## config.mk

```make
export PLATFORM = sky130hd
export DESIGN_NAME = hse_root_div
export DESIGN_NICKNAME = d
export VERILOG_FILES = /design/src/sv/assert_macros.svh /design/src/sv/hse_pkg.sv /design/src/sv/hse_root_div.sv
export SDC_FILE = /design/constraint.sdc
export NUM_CORES = 1
export LEC_CHECK = 0
export ABC_AREA = 1
export CORE_MARGIN = 2
export CORE_UTILIZATION = 55
export DETAILED_ROUTE_END_ITERATION = 10
export DONT_BUFFER_PORTS = 1
export GPL_TIMING_DRIVEN = 0
export PLACE_DENSITY = 0.79
export SYNTH_ARGS = -nofsm -noshare
export SYNTH_HDL_FRONTEND = slang
export SYNTH_SLANG_ARGS = --single-unit
export TNS_END_PERCENT = 1
```

## constraint.sdc

```tcl
create_clock -name clk -period 6.2 [get_ports clk]
set_input_delay 0.62 -clock clk [delete_from_list [all_inputs] [get_ports clk]]
set_output_delay 0.62 -clock clk [all_outputs]
set_load 0.01 [all_outputs]
```

## src/sv/assert_macros.svh

```systemverilog
// Assertion helpers used by heightmap_shade_engine_core.
// They expect the clock clk and the active-low reset rst_n in the module that uses them.
`ifndef ASSERT_MACROS_SVH
`define ASSERT_MACROS_SVH
`ifndef SYNTH
`define ASSERT_IMP(lbl, ante, cons) \
    lbl: assert property (@(posedge clk) disable iff (!rst_n) (ante) |-> (cons)) \
        else $error("assertion failed");
`define ASSERT_NXT(lbl, ante, cons) \
    lbl: assert property (@(posedge clk) disable iff (!rst_n) (ante) |=> (cons)) \
        else $error("assertion failed");
`else
`define ASSERT_IMP(lbl, ante, cons)
`define ASSERT_NXT(lbl, ante, cons)
`endif
`endif

```

## src/sv/hse_pkg.sv

```systemverilog
`timescale 1ns / 1ps
package hse_pkg;

    localparam int MAP_SIDE_DEF = 256;

    localparam int COORD_W  = 8;
    localparam int HEIGHT_W = 16;
    localparam int LIGHT_W  = 10;
    localparam int SHADE_W  = 5;

    localparam int CFG_IDX_W  = 3;
    localparam int CFG_DATA_W = 10;

    localparam logic [CFG_IDX_W-1:0] REG_MAX_X   = 3'd0;
    localparam logic [CFG_IDX_W-1:0] REG_MAX_Y   = 3'd1;
    localparam logic [CFG_IDX_W-1:0] REG_LIGHT_X = 3'd2;
    localparam logic [CFG_IDX_W-1:0] REG_LIGHT_Y = 3'd3;
    localparam logic [CFG_IDX_W-1:0] REG_LIGHT_Z = 3'd4;

    localparam logic CMD_ADD   = 1'b0;
    localparam logic CMD_QUERY = 1'b1;

    localparam logic [COORD_W-1:0] MAX_X_RST   = 8'd255;
    localparam logic [COORD_W-1:0] MAX_Y_RST   = 8'd255;
    localparam logic [LIGHT_W-1:0] LIGHT_X_RST = 10'd0;
    localparam logic [LIGHT_W-1:0] LIGHT_Y_RST = 10'd142;
    localparam logic [LIGHT_W-1:0] LIGHT_Z_RST = 10'd213;

    // Central differences need one bit more than a height.
    localparam int DIFF_W = HEIGHT_W + 1;
    localparam int PROD_W = 2 * DIFF_W;
    localparam int NUM_W  = 28;
    localparam int MAG_W  = NUM_W - 1;
    localparam int RAD_W  = PROD_W;
    localparam int ROOT_W = RAD_W / 2;
    localparam int REM_W  = ROOT_W + 3;
    localparam int CNT_W  = $clog2(MAG_W);

    // The z component is weighted by 64 and the flat term is 64 squared.
    localparam int Z_WEIGHT_LOG2 = 6;
    localparam int FLAT_TERM     = 4096;

    localparam int SHADE_SHIFT = 4;
    localparam int SHADE_OFS   = 16;
    localparam int LIG_MIN     = 2;
    localparam int LIG_MAX     = 31;
    localparam int SHADE_TOP   = 32;
    localparam int LIG_W       = 6;

    typedef struct packed {
        logic               start;
        logic [RAD_W-1:0]   radicand;
        logic [MAG_W-1:0]   dividend;
    } rd_req_t;

    typedef struct packed {
        logic               done;
        logic [MAG_W-1:0]   quot;
    } rd_rsp_t;

endpackage

```

## src/sv/hse_root_div.sv

```systemverilog
`timescale 1ns / 1ps
module hse_root_div
(
    input  logic             clk,
    input  logic             rst_n,
    input  hse_pkg::rd_req_t req,
    output hse_pkg::rd_rsp_t rsp
);

    localparam int RAD_W  = hse_pkg::RAD_W;
    localparam int ROOT_W = hse_pkg::ROOT_W;
    localparam int REM_W  = hse_pkg::REM_W;
    localparam int MAG_W  = hse_pkg::MAG_W;
    localparam int CNT_W  = hse_pkg::CNT_W;

    localparam logic [1:0] PH_IDLE = 2'd0;
    localparam logic [1:0] PH_ROOT = 2'd1;
    localparam logic [1:0] PH_DIV  = 2'd2;

    logic [1:0]        phase_reg;
    logic [CNT_W-1:0]  cnt_reg;
    logic              done_reg;
    logic [RAD_W-1:0]  rad_reg;
    logic [REM_W-1:0]  rem_reg;
    logic [ROOT_W-1:0] root_reg;
    logic [MAG_W-1:0]  dvd_reg;
    logic [ROOT_W-1:0] drem_reg;

    logic [REM_W-1:0]  rem_sh;
    logic [REM_W-1:0]  trial;
    logic              root_bit;
    logic [ROOT_W:0]   drem_sh;
    logic              quot_bit;
    logic [ROOT_W:0]   drem_diff;

    // One result bit per cycle: two radicand bits per root step, one dividend bit per divide step.
    assign rem_sh    = {rem_reg[REM_W-3:0], rad_reg[RAD_W-1 -: 2]};
    assign trial     = {1'b0, root_reg, 2'b01};
    assign root_bit  = (rem_sh >= trial);
    assign drem_sh   = {drem_reg, dvd_reg[MAG_W-1]};
    assign quot_bit  = (drem_sh >= {1'b0, root_reg});
    assign drem_diff = drem_sh - {1'b0, root_reg};

    always_ff @(posedge clk or negedge rst_n)
    begin
        if (!rst_n)
        begin
            phase_reg <= PH_IDLE;
            cnt_reg   <= '0;
            done_reg  <= 1'b0;
        end
        else
        begin
            done_reg <= 1'b0;
            case (phase_reg)
                PH_IDLE:
                begin
                    if (req.start)
                    begin
                        phase_reg <= PH_ROOT;
                        cnt_reg   <= CNT_W'(ROOT_W - 1);
                    end
                end
                PH_ROOT:
                begin
                    if (cnt_reg == '0)
                    begin
                        phase_reg <= PH_DIV;
                        cnt_reg   <= CNT_W'(MAG_W - 1);
                    end
                    else
                    begin
                        cnt_reg <= cnt_reg - 1'b1;
                    end
                end
                PH_DIV:
                begin
                    if (cnt_reg == '0)
                    begin
                        phase_reg <= PH_IDLE;
                        done_reg  <= 1'b1;
                    end
                    else
                    begin
                        cnt_reg <= cnt_reg - 1'b1;
                    end
                end
                default:
                begin
                    phase_reg <= PH_IDLE;
                end
            endcase
        end
    end

    always_ff @(posedge clk)
    begin
        if (phase_reg == PH_IDLE && req.start)
        begin
            rad_reg  <= req.radicand;
            rem_reg  <= '0;
            root_reg <= '0;
            dvd_reg  <= req.dividend;
            drem_reg <= '0;
        end
        else if (phase_reg == PH_ROOT)
        begin
            rad_reg  <= {rad_reg[RAD_W-3:0], 2'b00};
            rem_reg  <= root_bit ? (rem_sh - trial) : rem_sh;
            root_reg <= {root_reg[ROOT_W-2:0], root_bit};
        end
        else if (phase_reg == PH_DIV)
        begin
            drem_reg <= quot_bit ? drem_diff[ROOT_W-1:0] : drem_sh[ROOT_W-1:0];
            dvd_reg  <= {dvd_reg[MAG_W-2:0], quot_bit};
        end
    end

    assign rsp.done = done_reg;
    assign rsp.quot = dvd_reg;

endmodule

```

### After elaboration in Yosys (flattened, before gate mapping)

Cells that the tools add are included.

| word-level totals | value |
|---|---|
| register bits after elaboration | 121 |
| input bits | 64 |
| output and inout bits | 28 |
| logic and storage cells | 48 |

| operators by class | value |
|---|---|
| $add $sub $neg | 3 |
| order comparisons | 2 |
| equality and inequality tests | 7 |
| multiplexer cells | 17 |
| bitwise gates (word level) | 1 |
| reductions and logical operators | 10 |

Operators by type and width:

| kind | number |
|---|---|
| two-way mux 27 bit | 3 |
| two-way mux 34 bit | 2 |
| greater-or-equal comparator 20 x 19 -> 1 bit | 1 |
| greater-or-equal comparator 18 x 17 -> 1 bit | 1 |
| two-way mux 18 bit | 1 |
| subtractor 18 bit | 1 |
| two-way mux 17 bit | 1 |
| subtractor 17 bit | 1 |
| two-way mux 5 bit | 3 |
| one-hot mux 5 bit (3 select lines) | 1 |
| != test 2 bit (second input constant) | 5 |
| two-way mux 2 bit | 3 |
| one-hot mux 2 bit (3 select lines) | 1 |
| AND reduction 3 bit | 2 |
| zero test 5 bit | 1 |
| subtractor 5 x 1 -> 5 bit (second input constant) | 1 |
| AND reduction 2 bit | 2 |
| nonzero test 2 bit | 2 |
| nonzero test 3 bit | 1 |
| equality test 2 x 1 -> 1 bit (second input constant) | 1 |
| equality test 2 bit (second input constant) | 1 |
| zero test 2 bit | 1 |
| two-way mux 1 bit | 2 |
| logical AND 1 bit | 1 |
| inverter 1 bit | 1 |

### Depth between registers and ports, before layout

| logic depth | value |
|---|---|
| word-level depth | 4 |
| mapped depth | 16 |
| gate-level depth less buffers | 15 |

### Worst setup path before layout

OpenSTA, ideal clock, no wires.

| path | value |
|---|---|
| kind | register to register |
| from | reg phase_reg[0] |
| to | reg dvd_reg[0] (enable) |
| library setup time | 0.411 ns |
| data arrival time | 2.477 ns |
| required time | 5.789 ns |
| slack | 3.313 ns |
| cell stages (with the launch flop) | 9 |
| buffers on the path | 2 |
| clock period less this slack | 2.887 ns |
| cells stage by stage | dfrtp_1 > inv_1 > ha_1 > nand2_2 > inv_1 > buf_2 > nor2_2 > clkbuf_1 > nor2_1 |

| on the way | value |
|---|---|
| longest elaborated chain between the ends | 4 |
| elaborated cells on any way between the ends | 7 |
| classes of those cells | 3 x eq/ne; 4 x reduce/logical |

Ends and longest elaborated chain:

| item | line | source |
|---|---|---|
| start: declaration | hse_root_div.sv:20 | `logic [1:0] phase_reg;` |
| start signal: assignment | hse_root_div.sv:48 | `phase_reg <= PH_IDLE;` |
| start signal: assignment | hse_root_div.sv:60 | `phase_reg <= PH_ROOT;` |
| start signal: assignment | hse_root_div.sv:68 | `phase_reg <= PH_DIV;` |
| zero test 2 bit | hse_root_div.sv:98 | `if (phase_reg == PH_IDLE && req.start)` |
| logical AND 1 bit | hse_root_div.sv:98 |  |
| != test 2 bit (no source line) or nonzero test 2 bit (tied branches) | n/a |  |
| AND reduction 2 bit (no source line) * | n/a |  |
| end signal: assignment | hse_root_div.sv:103 | `dvd_reg <= req.dividend;` |
| end signal: assignment | hse_root_div.sv:115 | `dvd_reg <= {dvd_reg[MAG_W-2:0], quot_bit};` |
| end: declaration | hse_root_div.sv:26 | `logic [MAG_W-1:0] dvd_reg;` |

Mark *: on every way between the ends. The rest lies on a longest branch, timed or not.
A chain may end at the register's enable or synchronous reset.

### Worst setup path in the final report

| path | value |
|---|---|
| from | reg phase_reg[0] |
| to | reg dvd_reg[19] (enable) |

The elaborated chain is that of the path after synthesis.

==> impl_summary.txt <==
----------------------------------------------------
[Cells and area]
  Area growth syn-to-layout ... 11.9%
  Area used by sequential logic in the layout ... 3070 um2
  Largest register FFs ... 34
  Filler Cells Inserted ... 1103
  Nets ... 1122
  End-of-flow core utilization ... 0.624
  Multi-input gate area ... 3670 um2
  Final non-filler cell area ... 8160 um2
  ANT cells ... 0
  Fraction of final layout cells with drive strength greater than 1 ... 0.0650

[Flow run]
  Max_cap viols ... 0

[Synthesis]
  Most used flip-flop cell after synthesis ... sky130_fd_sc_hd__edfxtp_1
  Share of the synthesized area in the top cell type ... 0.251
  Top cells by area, synth ... sky130_fd_sc_hd__edfxtp_1 (25%), sky130_fd_sc_hd__nand2_1 (21%), sky130_fd_sc_hd__dfxtp_1 (14%)
  Proportion of synthesized chip area in sequential cells ... 0.421
  Top cell types by occurrence after synthesis ... sky130_fd_sc_hd__nand2_1 (410), sky130_fd_sc_hd__inv_1 (105), sky130_fd_sc_hd__nor2_1 (63)
  Post-synthesis cell count ... 996
  Net count of the mapped netlist ... 1101
  Number of flops mapped to enable cells by yosys ... 61
  FFs w/ async S/R, synth ... 0.0661
  Distinct cell type count after synthesis ... 45
  Dominant cell by count in the synthesized netlist ... sky130_fd_sc_hd__nand2_1
  Most area-hungry cell type in the Yosys netlist ... sky130_fd_sc_hd__edfxtp_1
  Post-synthesis instance area ... 7300 um2
  Yosys warns ... 0
  Mean cell area of the mapped netlist ... 7.33 um2
  Number of flip-flops and latches in the synthesized netlist ... 121

[Worst setup path]
  Worst-case reg-to-reg path depth ... 9
  Buffers and inverters on the worst path ... 5
  Largest incremental delay on the critical path ... 0.69 ns
  Worst reg2reg endpoint ... dvd_reg[19]
  Crit path max-delay family ... buffers and inverters
  Startpoint Class ... flop
  Worst-path fanout max ... 16
  Reg-to-Reg Start ... phase_reg[0]
  Path type of the worst setup path ... flop to flop
  Crit path DAT ... 3.12 ns
  Critical path endpoint category ... flop
  Register-to-register setup slack ... 3.20 ns
  Cell with the biggest individual delay on the critical path ... sky130_fd_sc_hd__nor2_2
  Critical path cell sequence ... inv_1, ha_1, nand2_2, inv_1, buf_2, nor2_2, clkbuf_1, nor2_2, buf_6
  Data required time at the worst endpoint ... 6.32 ns

[STA]
  Final setup fails ... 0
  Final hold violation count ... 0
  Least-Margin Pin Slew ... 0.918 ns
  Fmax ... 334 MHz
  RSZ-0062 raised after global routing ... false
  Final critical-path setup slack ... 3.20 ns
  Clock skew after layout ... 0.00854 ns
  Max-slew headroom ... 0.388
  Period minus WS final ... 3.00 ns
  Tcrit/Tclk final ... 0.483
  Final total negative setup slack ... 0 ns
  Final Slew Violations ... 0

[Placed design]
  Post-DP HPWL ... 12.8 mm
  Number of buffers inserted by port buffering ... 0
  Global placer's final weighted congestion ... 0.944
  Placement Cell Area ... 7530 um2
  Worst setup slack before clock tree synthesis ... 3.24 ns

[Clocking]
  Root buffer cell ... sky130_fd_sc_hd__clkbuf_16
  Worst-path clk slew ... 0.06 ns
  Number of sinks handled by clock tree synthesis ... 121
  Number of setup buffers added after CTS ... 0
  CTS H-tree depth ... 4
  Max clock buf depth ... 2
  CTS buffer count ... 17
  Clock latency of the later-clocked register in the worst-skew pair ... 0.42 ns
  TritonCTS clock tree ... done

[Detailed routing]
  DRT Pass-1 Iters ... 5
  Routed WL ... 17.4 mm
  Count of unresolved DRC violations after routing ... 0
  Number of DRC markers after the initial detailed-route iteration ... 362
  Vias per inst ... 5.34
  ANT nets after route ... 0
  Total via count in the routed design ... 6436
  WL/cell ... 14.5 um

[Floorplan]
  Die Span Y ... 119 um
  Core footprint ... 13100 um2
  Initial standard-cell utilization of the core ... 0.558
  Horizontal extent of the die ... 119 um
  Die ar. ... 14200 um2
  Total number of placement rows ... 42
  I/O Pins ... 92

[Hold path]
  Worst Hold Class ... input pin to flop
  Startpoint of the worst hold path ... req[44]
  Worst hold path depth ... 2
  End point of the most critical hold path ... rad_reg[17]

[Global routing]
  Total global routing overflow ... 0
  GRT Resource Usage Total ... 0.255
  Pin count of the biggest net entering global routing ... 44
  Via count of the first global-routing pass ... 6245
  Antenna violations before repair ... 0
  Wire length of the first global-routing pass ... 29.0 mm

[Run status]
  Status ... finished clean

----------------------------------------------------
[cells in the final DEF (no fill, tap or decap), types with 2 or more instances in the layout]
cell	synthesis	final
sky130_fd_sc_hd__xor2_1	7	7
sky130_fd_sc_hd__buf_2	5	6
sky130_fd_sc_hd__a21oi_1	30	30
sky130_fd_sc_hd__clkbuf_8	0	2
sky130_fd_sc_hd__inv_1	105	105
sky130_fd_sc_hd__bufinv_16	0	3
sky130_fd_sc_hd__nor3_1	7	7
sky130_fd_sc_hd__nor2_1	63	62
sky130_fd_sc_hd__buf_4	4	4
sky130_fd_sc_hd__clkinv_4	0	3
sky130_fd_sc_hd__or2_2	2	2
sky130_fd_sc_hd__o21ai_0	22	22
sky130_fd_sc_hd__inv_6	0	4
sky130_fd_sc_hd__nand3_2	2	2
sky130_fd_sc_hd__nor2_2	3	4
sky130_fd_sc_hd__dfrtp_1	8	8
sky130_fd_sc_hd__buf_6	1	2
sky130_fd_sc_hd__nand3b_1	22	22
sky130_fd_sc_hd__and2_1	2	2
sky130_fd_sc_hd__clkbuf_16	0	17
sky130_fd_sc_hd__xnor2_1	9	9
sky130_fd_sc_hd__buf_1	9	8
sky130_fd_sc_hd__o22ai_1	20	20
sky130_fd_sc_hd__inv_2	2	2
sky130_fd_sc_hd__nand3_1	57	57
sky130_fd_sc_hd__ha_1	40	40
sky130_fd_sc_hd__clkbuf_1	10	11
sky130_fd_sc_hd__edfxtp_1	61	61
sky130_fd_sc_hd__nand2_1	410	410
sky130_fd_sc_hd__nand2_2	6	6
sky130_fd_sc_hd__o211ai_1	3	3
sky130_fd_sc_hd__a31oi_1	2	2
sky130_fd_sc_hd__nand4_1	14	14
sky130_fd_sc_hd__dfxtp_1	52	52
sky130_fd_sc_hd__nand2_4	3	3
[metrics by stage]
step | hold WS [ns] | cells
2_1_floorplan | 0.324 | 996
3_5_place_dp | 0.325 | 1173
5_1_grt | 0.372 | 1206
4_1_cts | 0.369 | 1206
6_report | 0.381 | 1206
3_3_place_gp | 0.325 | 1172
[cell families after synthesis]
kind of cell | after synthesis | synth area share
flip-flops | 121 | 0.421
AND/OR/NAND/NOR | 596 | 0.345
XOR/XNOR | 16 | 0.0192
AO/OA/AOI/OAI | 84 | 0.0665
adder cells (fa/ha/maj) | 41 | 0.0713
buffers and inverters | 138 | 0.0765
[what timing repair did]
item,4_1_cts,5_1_grt
gates resized for setup,0,0
hold buffers,1,0
hold endpoints to repair,8,0
[final cells by class]
class | instances | area share
multi-input combinational | 737 | 0.449
clock buffer | 20 | 0.0559
inverter | 108 | 0.0497
buffer | 30 | 0.0189
clock inverter | 12 | 0.0201
sequential | 121 | 0.376
tap | 176 | 0.0270
timing repair buffer | 2 | 0.00261
[layer usage]
layer / vias to the layer above / track usage / share of wire
met5: - / 0 / 0
met4: 0 / 0.0938 / 0.023
met3: 40 / 0.0728 / 0.075
met2: 242 / 0.419 / 0.47
met1: 2878 / 0.319 / 0.44
li1: 3276 / - / -
[how the worst max path moves through the flow]
stage / from / endpoint / slack [ns] / cells past startpoint
after global routing: phase_reg[0] / dvd_reg[19] / 2.99 / 9
after global placement: phase_reg[0] / dvd_reg[24] / 2.49 / 8
after detailed placement: phase_reg[0] / dvd_reg[26] / 3.24 / 9
final: phase_reg[0] / dvd_reg[19] / 3.20 / 9
after floorplan: phase_reg[0] / dvd_reg[0] / 3.31 / 8
after CTS: phase_reg[0] / dvd_reg[19] / 3.19 / 9
Power is left out: the tool's default activity adds up to more than one toggle a clock period on the data nets, which glitch-free logic cannot reach.
